File: config.mk
export PLATFORM = sky130hd
export DESIGN_NAME = airtime_window_meter
export DESIGN_NICKNAME = d
export VERILOG_FILES = /design/src/rtl/awm_pkg.sv /design/src/rtl/awm_ring.sv /design/src/rtl/awm_div.sv /design/src/rtl/airtime_window_meter.sv
export SDC_FILE = /design/constraint.sdc
export NUM_CORES = 2
export LEC_CHECK = 0
export ABC_AREA = 1
export BUFFER_PORTS_ARGS = -buffer_cell sky130_fd_sc_hd__buf_2
export CAP_MARGIN = 20
export CORE_MARGIN = 5
export CORE_UTILIZATION = 41
export CTS_CLUSTER_DIAMETER = 30
export CTS_CLUSTER_SIZE = 28
export DETAILED_ROUTE_END_ITERATION = 7
export SYNTH_ARGS = -nofsm -noshare
export SYNTH_HDL_FRONTEND = slang
export SYNTH_SLANG_ARGS = --single-unit
File: constraint.sdc
create_clock -name clk -period 21.1 [get_ports clk]
set_input_delay 5.275 -clock clk [delete_from_list [all_inputs] [get_ports clk]]
set_output_delay 5.275 -clock clk [all_outputs]
set_load 0.02 [all_outputs]
File: src/rtl/awm_pkg.sv
`timescale 1ns / 1ps

package awm_pkg;

  localparam int STAMP_W    = 32;
  localparam int DUR_W      = 24;
  localparam int SUM_W      = 30;
  localparam int CNT_OUT_W  = 7;
  localparam int DUTY_W     = 16;
  localparam int WIN_W      = 16;
  localparam int APB_DATA_W = 32;
  localparam int APB_ADDR_W = 3;

  // Dividend of the shared divider: the window sum times ten needs 34 bits.
  localparam int DIVIDEND_W = SUM_W + 4;
  localparam int DIVISOR_W  = WIN_W;
  localparam int STEP_W     = $clog2(DIVIDEND_W + 1);

  localparam logic [WIN_W-1:0]     WINDOW_RESET = 16'd20000;
  localparam logic [DUTY_W-1:0]    DUTY_MAX     = 16'hFFFF;
  localparam logic [CNT_OUT_W-1:0] CNT_OUT_MAX  = 7'h7F;

  // Register index, taken from paddr[2].
  localparam logic REG_WINDOW = 1'b0;

  typedef struct packed {
    logic [STAMP_W-1:0] stamp;
    logic [DUR_W-1:0]   duration;
  } ring_entry_t;

endpackage

File: src/rtl/awm_ring.sv
`timescale 1ns / 1ps

module awm_ring #(
  parameter int DEPTH = 64,
  parameter int AW    = 6
) (
  input  logic                clk,
  input  logic                we,
  input  logic [AW-1:0]       waddr,
  input  awm_pkg::ring_entry_t wdata,
  input  logic [AW-1:0]       raddr,
  output awm_pkg::ring_entry_t rdata
);

  awm_pkg::ring_entry_t mem [DEPTH];

  always_ff @(posedge clk) begin
    if (we) begin
      mem[waddr] <= wdata;
    end
    rdata <= mem[raddr];
  end

endmodule

File: src/rtl/awm_div.sv
`timescale 1ns / 1ps

// Restoring divider, one quotient bit per cycle. A start pulse loads the
// operands; done pulses for one cycle once the quotient is complete.
module awm_div (
  input  logic                             clk,
  input  logic                             rst,
  input  logic                             start,
  input  logic [awm_pkg::DIVIDEND_W-1:0]   dividend,
  input  logic [awm_pkg::DIVISOR_W-1:0]    divisor,
  output logic                             done,
  output logic [awm_pkg::DIVIDEND_W-1:0]   quotient
);

  logic                               busy;
  logic [awm_pkg::STEP_W-1:0]         steps;
  logic [awm_pkg::DIVISOR_W-1:0]      rem;
  logic [awm_pkg::DIVISOR_W-1:0]      dsor;
  logic [awm_pkg::DIVISOR_W:0]        rem_shift;
  logic [awm_pkg::DIVISOR_W+1:0]      diff;

  assign rem_shift = {rem, quotient[awm_pkg::DIVIDEND_W-1]};
  assign diff      = {1'b0, rem_shift} - {2'b00, dsor};

  always_ff @(posedge clk) begin
    if (rst) begin
      busy <= 1'b0;
      done <= 1'b0;
    end else begin
      done <= 1'b0;
      if (start) begin
        busy <= 1'b1;
      end else if (busy && steps == awm_pkg::STEP_W'(1)) begin
        busy <= 1'b0;
        done <= 1'b1;
      end
    end
  end

  always_ff @(posedge clk) begin
    if (start) begin
      quotient <= dividend;
      dsor     <= divisor;
      rem      <= '0;
      steps    <= awm_pkg::STEP_W'(awm_pkg::DIVIDEND_W);
    end else if (busy) begin
      steps <= steps - awm_pkg::STEP_W'(1);
      if (!diff[awm_pkg::DIVISOR_W+1]) begin
        rem      <= diff[awm_pkg::DIVISOR_W-1:0];
        quotient <= {quotient[awm_pkg::DIVIDEND_W-2:0], 1'b1};
      end else begin
        rem      <= rem_shift[awm_pkg::DIVISOR_W-1:0];
        quotient <= {quotient[awm_pkg::DIVIDEND_W-2:0], 1'b0};
      end
    end
  end

endmodule

File: src/rtl/airtime_window_meter.sv
`timescale 1ns / 1ps

// Channel   Handshake                   Payload
// config    psel/penable/pwrite/pready  paddr, pwdata, prdata (window_ms at 0x0)
// item      item_valid/item_ready       timestamp_ms, duration_us
// result    result_valid/result_ready   last_duration_us, average_us, window_sum_us,
//                                       entries_in_window, duty_centipercent
//
// A transaction runs through accept, a walk back over the older ring entries (first priming
// the registered read, then reading the entries in turn), two divider passes (mean, duty;
// no duty pass with a zero window) and one output load. The first transaction after reset
// skips the walk. item_ready is high only while the sequencer is idle; a finished result
// waits in the output register, and the sequencer holds before loading it until that
// register is free. Reset is synchronous.
module airtime_window_meter #(
  parameter int RING_ENTRIES = 64
) (
  input  logic                              clk,
  input  logic                              rst,
  input  logic                              psel,
  input  logic                              penable,
  input  logic                              pwrite,
  input  logic [awm_pkg::APB_ADDR_W-1:0]    paddr,
  input  logic [awm_pkg::APB_DATA_W-1:0]    pwdata,
  output logic [awm_pkg::APB_DATA_W-1:0]    prdata,
  output logic                              pready,
  input  logic                              item_valid,
  output logic                              item_ready,
  input  logic [awm_pkg::STAMP_W-1:0]       timestamp_ms,
  input  logic [awm_pkg::DUR_W-1:0]         duration_us,
  output logic                              result_valid,
  input  logic                              result_ready,
  output logic [awm_pkg::DUR_W-1:0]         last_duration_us,
  output logic [awm_pkg::DUR_W-1:0]         average_us,
  output logic [awm_pkg::SUM_W-1:0]         window_sum_us,
  output logic [awm_pkg::CNT_OUT_W-1:0]     entries_in_window,
  output logic [awm_pkg::DUTY_W-1:0]        duty_centipercent
);

  localparam int AW = (RING_ENTRIES > 1) ? $clog2(RING_ENTRIES) : 1;
  localparam int CW = $clog2(RING_ENTRIES + 1);

  typedef enum logic [4:0] {
    ST_IDLE = 5'b00001,
    ST_WALK = 5'b00010,
    ST_AVG  = 5'b00100,
    ST_DUTY = 5'b01000,
    ST_SEND = 5'b10000
  } state_t;

  state_t                             state;
  logic [awm_pkg::WIN_W-1:0]          window;
  logic [AW-1:0]                      wp;
  logic [AW-1:0]                      rd_addr;
  logic [CW-1:0]                      live;
  logic [CW-1:0]                      live_inc;
  logic [CW-1:0]                      kept;
  logic [CW-1:0]                      kept_upd;
  logic [CW-1:0]                      remaining;
  logic [awm_pkg::SUM_W-1:0]          sum;
  logic [awm_pkg::SUM_W-1:0]          sum_upd;
  logic [awm_pkg::SUM_W:0]            sum_add;
  logic [awm_pkg::STAMP_W-1:0]        now_ms;
  logic [awm_pkg::DUR_W-1:0]          last_dur;
  logic [awm_pkg::DUR_W-1:0]          avg;
  logic [awm_pkg::DUTY_W-1:0]         duty;
  logic                               primed;
  logic [awm_pkg::STAMP_W-1:0]        age;
  logic                               age_ok;
  logic                               walk_end;
  logic                               accept;
  logic                               cfg_write;
  awm_pkg::ring_entry_t               wr_entry;
  awm_pkg::ring_entry_t               rd_entry;
  logic                               div_start;
  logic                               div_done;
  logic [awm_pkg::DIVIDEND_W-1:0]     div_dividend;
  logic [awm_pkg::DIVISOR_W-1:0]      div_divisor;
  logic [awm_pkg::DIVIDEND_W-1:0]     div_quotient;
  logic [awm_pkg::DIVIDEND_W-1:0]     sum_wide;

  function automatic logic [AW-1:0] ring_dec(input logic [AW-1:0] a);
    if (a == '0) begin
      return AW'(RING_ENTRIES - 1);
    end
    return a - AW'(1);
  endfunction

  function automatic logic [AW-1:0] ring_inc(input logic [AW-1:0] a);
    if (a == AW'(RING_ENTRIES - 1)) begin
      return '0;
    end
    return a + AW'(1);
  endfunction

  assign pready     = 1'b1;
  assign cfg_write  = psel && penable && pwrite && pready
                      && (paddr[2] == awm_pkg::REG_WINDOW);
  assign prdata     = (paddr[2] == awm_pkg::REG_WINDOW)
                      ? awm_pkg::APB_DATA_W'(window) : '0;

  assign item_ready = (state == ST_IDLE);
  assign accept     = item_valid && item_ready;

  assign live_inc = (32'(live) < RING_ENTRIES) ? live + CW'(1) : live;

  // Wrapping age, so that the test holds across the timestamp roll-over.
  assign age      = now_ms - rd_entry.stamp;
  assign age_ok   = (age <= awm_pkg::STAMP_W'(window));
  assign sum_add  = {1'b0, sum} + (awm_pkg::SUM_W + 1)'(rd_entry.duration);
  assign kept_upd = age_ok ? kept + CW'(1) : kept;
  assign sum_upd  = !age_ok ? sum
                  : (sum_add[awm_pkg::SUM_W] ? '1 : sum_add[awm_pkg::SUM_W-1:0]);
  assign walk_end = primed && (!age_ok || remaining == CW'(1));
  assign sum_wide = awm_pkg::DIVIDEND_W'(sum);

  assign wr_entry.stamp    = timestamp_ms;
  assign wr_entry.duration = duration_us;

  awm_ring #(
    .DEPTH (RING_ENTRIES),
    .AW    (AW)
  ) u_ring (
    .clk   (clk),
    .we    (accept),
    .waddr (wp),
    .wdata (wr_entry),
    .raddr (rd_addr),
    .rdata (rd_entry)
  );

  awm_div u_div (
    .clk      (clk),
    .rst      (rst),
    .start    (div_start),
    .dividend (div_dividend),
    .divisor  (div_divisor),
    .done     (div_done),
    .quotient (div_quotient)
  );

  always_ff @(posedge clk) begin
    if (rst) begin
      window <= awm_pkg::WINDOW_RESET;
    end else if (cfg_write) begin
      window <= pwdata[awm_pkg::WIN_W-1:0];
    end
  end

  // A division starts after the first transaction, at the end of the walk, and for the duty.
  always_ff @(posedge clk) begin
    if (rst) begin
      div_start <= 1'b0;
    end else begin
      div_start <= (accept && live_inc == CW'(1))
                   || (state == ST_WALK && walk_end)
                   || (state == ST_AVG && div_done && window != '0);
    end
  end

  always_ff @(posedge clk) begin
    if (rst) begin
      state        <= ST_IDLE;
      wp           <= '0;
      live         <= '0;
      sum          <= '0;
      result_valid <= 1'b0;
    end else begin
      if (result_valid && result_ready && state != ST_SEND) begin
        result_valid <= 1'b0;
      end
      case (state)
        ST_IDLE: begin
          if (accept) begin
            wp        <= ring_inc(wp);
            rd_addr   <= ring_dec(wp);
            now_ms    <= timestamp_ms;
            last_dur  <= duration_us;
            kept      <= CW'(1);
            sum       <= awm_pkg::SUM_W'(duration_us);
            remaining <= live_inc - CW'(1);
            primed    <= 1'b0;
            // The newest entry is always inside the window, so it is counted here.
            if (live_inc == CW'(1)) begin
              live         <= CW'(1);
              div_dividend <= awm_pkg::DIVIDEND_W'(duration_us);
              div_divisor  <= awm_pkg::DIVISOR_W'(1);
              state        <= ST_AVG;
            end else begin
              state <= ST_WALK;
            end
          end
        end
        ST_WALK: begin
          // The ring read is registered: the first cycle only fetches.
          rd_addr <= ring_dec(rd_addr);
          if (!primed) begin
            primed <= 1'b1;
          end else begin
            kept      <= kept_upd;
            sum       <= sum_upd;
            remaining <= remaining - CW'(1);
            if (walk_end) begin
              live         <= kept_upd;
              div_dividend <= awm_pkg::DIVIDEND_W'(sum_upd);
              div_divisor  <= awm_pkg::DIVISOR_W'(kept_upd);
              state        <= ST_AVG;
            end
          end
        end
        ST_AVG: begin
          if (div_done) begin
            avg <= div_quotient[awm_pkg::DUR_W-1:0];
            if (window == '0) begin
              duty  <= (sum != '0) ? awm_pkg::DUTY_MAX : '0;
              state <= ST_SEND;
            end else begin
              div_dividend <= (sum_wide << 3) + (sum_wide << 1);
              div_divisor  <= window;
              state        <= ST_DUTY;
            end
          end
        end
        ST_DUTY: begin
          if (div_done) begin
            duty  <= (|div_quotient[awm_pkg::DIVIDEND_W-1:awm_pkg::DUTY_W])
                     ? awm_pkg::DUTY_MAX : div_quotient[awm_pkg::DUTY_W-1:0];
            state <= ST_SEND;
          end
        end
        ST_SEND: begin
          if (!result_valid || result_ready) begin
            result_valid <= 1'b1;
            state        <= ST_IDLE;
          end
        end
        default: begin
          state <= ST_IDLE;
        end
      endcase
    end
  end

  always_ff @(posedge clk) begin
    if (state == ST_SEND && (!result_valid || result_ready)) begin
      last_duration_us  <= last_dur;
      average_us        <= avg;
      window_sum_us     <= sum;
      entries_in_window <= (32'(live) > 32'(awm_pkg::CNT_OUT_MAX))
                           ? awm_pkg::CNT_OUT_MAX : awm_pkg::CNT_OUT_W'(live);
      duty_centipercent <= duty;
    end
  end

endmodule

==> summary.md <==
| Metric | Value |
|---|---|
| Status | `finished, final reports clean` |
| Final worst-path cycle share | `52.32%` |
| Die X-Extent | `about 640 um` |
| Final WL | `just over 500000 um` |
| Clock transition at the registers of the reported paths | `approximately 60 ps` |
| TritonCTS sink count | `around 4000` |
| Flop pwr share | `around 35%` |
| Post-DP HPWL | `roughly 280000 um` |
| Hold Buf Count CTS | `0` |
| Total congestion overflow | `0` |
| Postcts setup bufs | `0` |
| Post-DR wirelength/cell | `between 20 and 30 um` |
| Cells after Synth | `about 12000` |
| Pre-CTS WS | `a little over 10000 ps` |
| Initial DRC count | `around 13000` |
| Warnings, synthesis | `0` |
| H-Tree Level Count | `6` |
| Die height | `approximately 640 um` |
| Share of power burned in the clock network | `between 40% and 50%` |
| CP Class | `in -> out` |
| Inst Count DP | `17350` |
| Largest net degree at the start of global routing | `197` |
| CTS resizes | `0` |
| Leak pwr | `65.93 nW` |
| Max VDD drop | `just over 0.09 mV` |
| Vias after detailed routing | `109800` |
| Critical Path Start | `paddr[2]` |
| Largest fanout on the critical path | `17` |
| Ratio of cells with drive above 1 in the final layout | `between 10% and 20%` |
| Seq/Total Area, Yosys | `between 70% and 80%` |
| Starting density of the core | `roughly 41%` |
| RR Endpoint | `u_ring.rdata[53]$_DFF_P_` |
| Endpoints failing setup | `0` |
| Worst clock skew | `between 80 and 90 ps` |
| RePlAce Congestion | `0.9135` |
| Fin. Hold Viols | `0` |
| Filler cells | `around 33000` |
| Design Area, Final | `between 150000 and 200000 um^2` |
| Worst min-delay path category | `reg -> reg` |
| DR pass1 iterations | `7` |
| MaxCap Viol Count | `0` |
| First-pass GRT wire length | `between 700000 and 800000 um` |
| DR DRC count | `0` |
| Num CTS Buffers | `about 750` |
| Antenna violations before repair | `31` |
| Syn_area_per_cell | `about 13 um^2` |
| Detail Route Antenna Nets | `0` |
| Io pins | `roughly 230` |
| Clock period minus worst slack | `roughly 11000 ps` |
| Worst Path Arrival | `~5800 ps` |
| TritonCTS clock tree | `built` |
| Maximum clock path buffer count | `4` |
| Synthesis-to-layout area growth | `20.85%` |
| Number of synthesized register bits | `4048` |
| Crit. End Element | `output port` |
| Setup ws final | `slightly above 10000 ps` |
| Ys flop type | `edfxtp_1` |
| Synth cell types | `approximately 60` |
| Vias in the first global route | `approximately 100k` |
| R2r startpoint | `rd_addr[0]$_DFFE_PP_` |
| CP Launch Type | `input pin` |
| Setup TNS Final | `0 ps` |
| Nets | `13100` |
| Ranking of synthesized cells by area | `edfxtp_1, o21ai_0, nor2_1` |
| Worst Setup EP | `prdata[11]` |
| Final core utilization | `~50%` |
| WP data required | `roughly 16000 ps` |
| FF-to-FF setup slack | `between 15000 and 20000 ps` |
| Clk root buf | `clkbuf_16` |
| Worst reg2reg path depth | `11` |
| Placement Cell Area | `169700 um^2` |
| Worst skew pair latency | `approximately 1100 ps` |
| # port buffers | `between 150 and 200` |
| DR vias/cell | `5.848` |
| Ys async rst share | `0%` |
| Internal cell power | `between 15 and 20 mW` |
| Site row count | `roughly 230` |
| Most frequent cells in the layout | `edfxtp_1, nor2_1, o21ai_0, nand2_1, o221ai_1` |
| Largest area contributor in the netlist | `edfxtp_1` |
| Worst relative slew slack | `about an eighth` |
| Total die area | `around 410000 um^2` |
| RSZ-0062 raised after global routing | `no` |
| Pins Over Slew Limit | `0` |
| F_max | `slightly above 0.09 GHz` |
| Core area | `approximately 400000 um^2` |
| Leading cell type in the layout, fill and taps excluded | `edfxtp_1` |
| Synth Cell Area | `162600 um^2` |
| Sw Share | `a little over 30%` |
| Overall Global Routing Usage | `about a quarter` |
| Post-synth top area share | `~70%` |
| PD cells | `approximately 140 nW/um^2` |
| Combinational share of power | `between 20% and 30%` |
| Number of synthesized flops with an enable pin | `between 3000 and 4000` |
| Switching Power | `8.455 mW` |
| Worst slew pin tran | `1301 ps` |
| Final std cells w/o fill | `~19000` |
metrics by stage:
step | hold slack (ps) | power (mW)
2_1_floorplan | 400.3 | 12.93
3_3_place_gp | 400.7 | 14.95
3_5_place_dp | 404.5 | 14.99
4_1_cts | 369.2 | 27.24
5_1_grt | 382.3 | 28.24
6_report | 369.4 | 27.20
layout make-up:
type | instances | area [um^2] | area share, %
Clock buffer | 835 | 19240 | 9.794
Inverter | 390 | 1501 | 0.7643
Timing Repair Buffer | 483 | 3560 | 1.812
Tap cell | 5242 | 6559 | 3.339
Clock inverter | 559 | 7133 | 3.631
Multi-Input combinational cell | 7204 | 38350 | 19.52
Sequential cell | 4048 | 120100 | 61.13
Antenna cell | 7 | 17.52 | 0.008917
cells in the mapped netlist, types with 33 or more instances:
master and number:
edfxtp_1 3902, nor2_1 1983, o21ai_0 1858, nand2_1 890, o221ai_1 774, clkbuf_1 733, nand3_1 697, inv_1 369
a21oi_1 249, o22ai_1 171, dfxtp_1 146, ha_1 128, buf_1 52, o211ai_1 52, xor2_1 52, a221oi_1 33
power groups by stage:
stage                     Sequential, mW  Clock (mW)  Combinational, mW
after floorplan                     9.44           0               3.49
after global placement              9.54           0               5.41
after detailed placement            9.54           0               5.44
after CTS                           9.40        12.4               5.47
after global routing                9.40        12.8               6.03
final                               9.40        12.3               5.53
worst max-delay path, stage by stage:
cell and delay, ps:
buf_2 240, nor2_1 80, buf_2 170
worst min path at each step:
stage / endpoint / cells after the start / slack, ps / startpoint
after detailed placement: average_us[10]$_DFFE_PP_ / 0 / 400 / avg[10]$_DFFE_PP_
after floorplan: average_us[0]$_DFFE_PP_ / 0 / 400 / avg[0]$_DFFE_PP_
after CTS: average_us[10]$_DFFE_PP_ / 0 / 370 / avg[10]$_DFFE_PP_
after global placement: last_duration_us[3]$_DFFE_PP_ / 0 / 400 / last_dur[3]$_DFFE_PP_
after global routing: average_us[10]$_DFFE_PP_ / 0 / 380 / avg[10]$_DFFE_PP_
final: average_us[10]$_DFFE_PP_ / 0 / 370 / avg[10]$_DFFE_PP_
logic make-up (layout without fill, tap and decap cells):
group                      count (synthesis)  count (layout)  share of synthesized area, %
DFF                                     4048            4048                         73.87
AOI/OAI and AO/OA                       3269            3269                         12.38
other                                      2              24                      0.004620
and+or+nand+nor                         3706            3706                         9.362
adders and majority gates                132             132                         1.034
muxes                                      1               1                      0.006158
buffers and inverters                   1228            2267                         2.915
xor gates and xnor gates                  79              79                        0.4256
registers in the layout (all words and copies together), names as in the netlist, 6 cells and up:
register,count
u_div.steps,6
div_divisor,16
rd_addr,6
sum,30
duty_centipercent,16
u_div.rem,16
last_duration_us,24
window,16
remaining,7
average_us,24
live,7
now_ms,32
kept,7
wp,6
duty,16
u_ring.mem,3584
u_div.dsor,16
avg,24
entries_in_window,7
div_dividend,34
u_div.quotient,34
window_sum_us,30
last_dur,24
u_ring.rdata,56
routing by layer:
| layer | global-route usage, % | wire [um] | vias to the layer above |
|---|---|---|---|
| li1 | - | - | 48000 |
| met1 | 32.90 | 204200 | 54980 |
| met2 | 38.28 | 237400 | 5647 |
| met3 | 4.149 | 46310 | 1128 |
| met4 | 10.75 | 23930 | 6 |
| met5 | 0 | 41 | - |
Note: power is estimated with default switching activity, not from simulation.
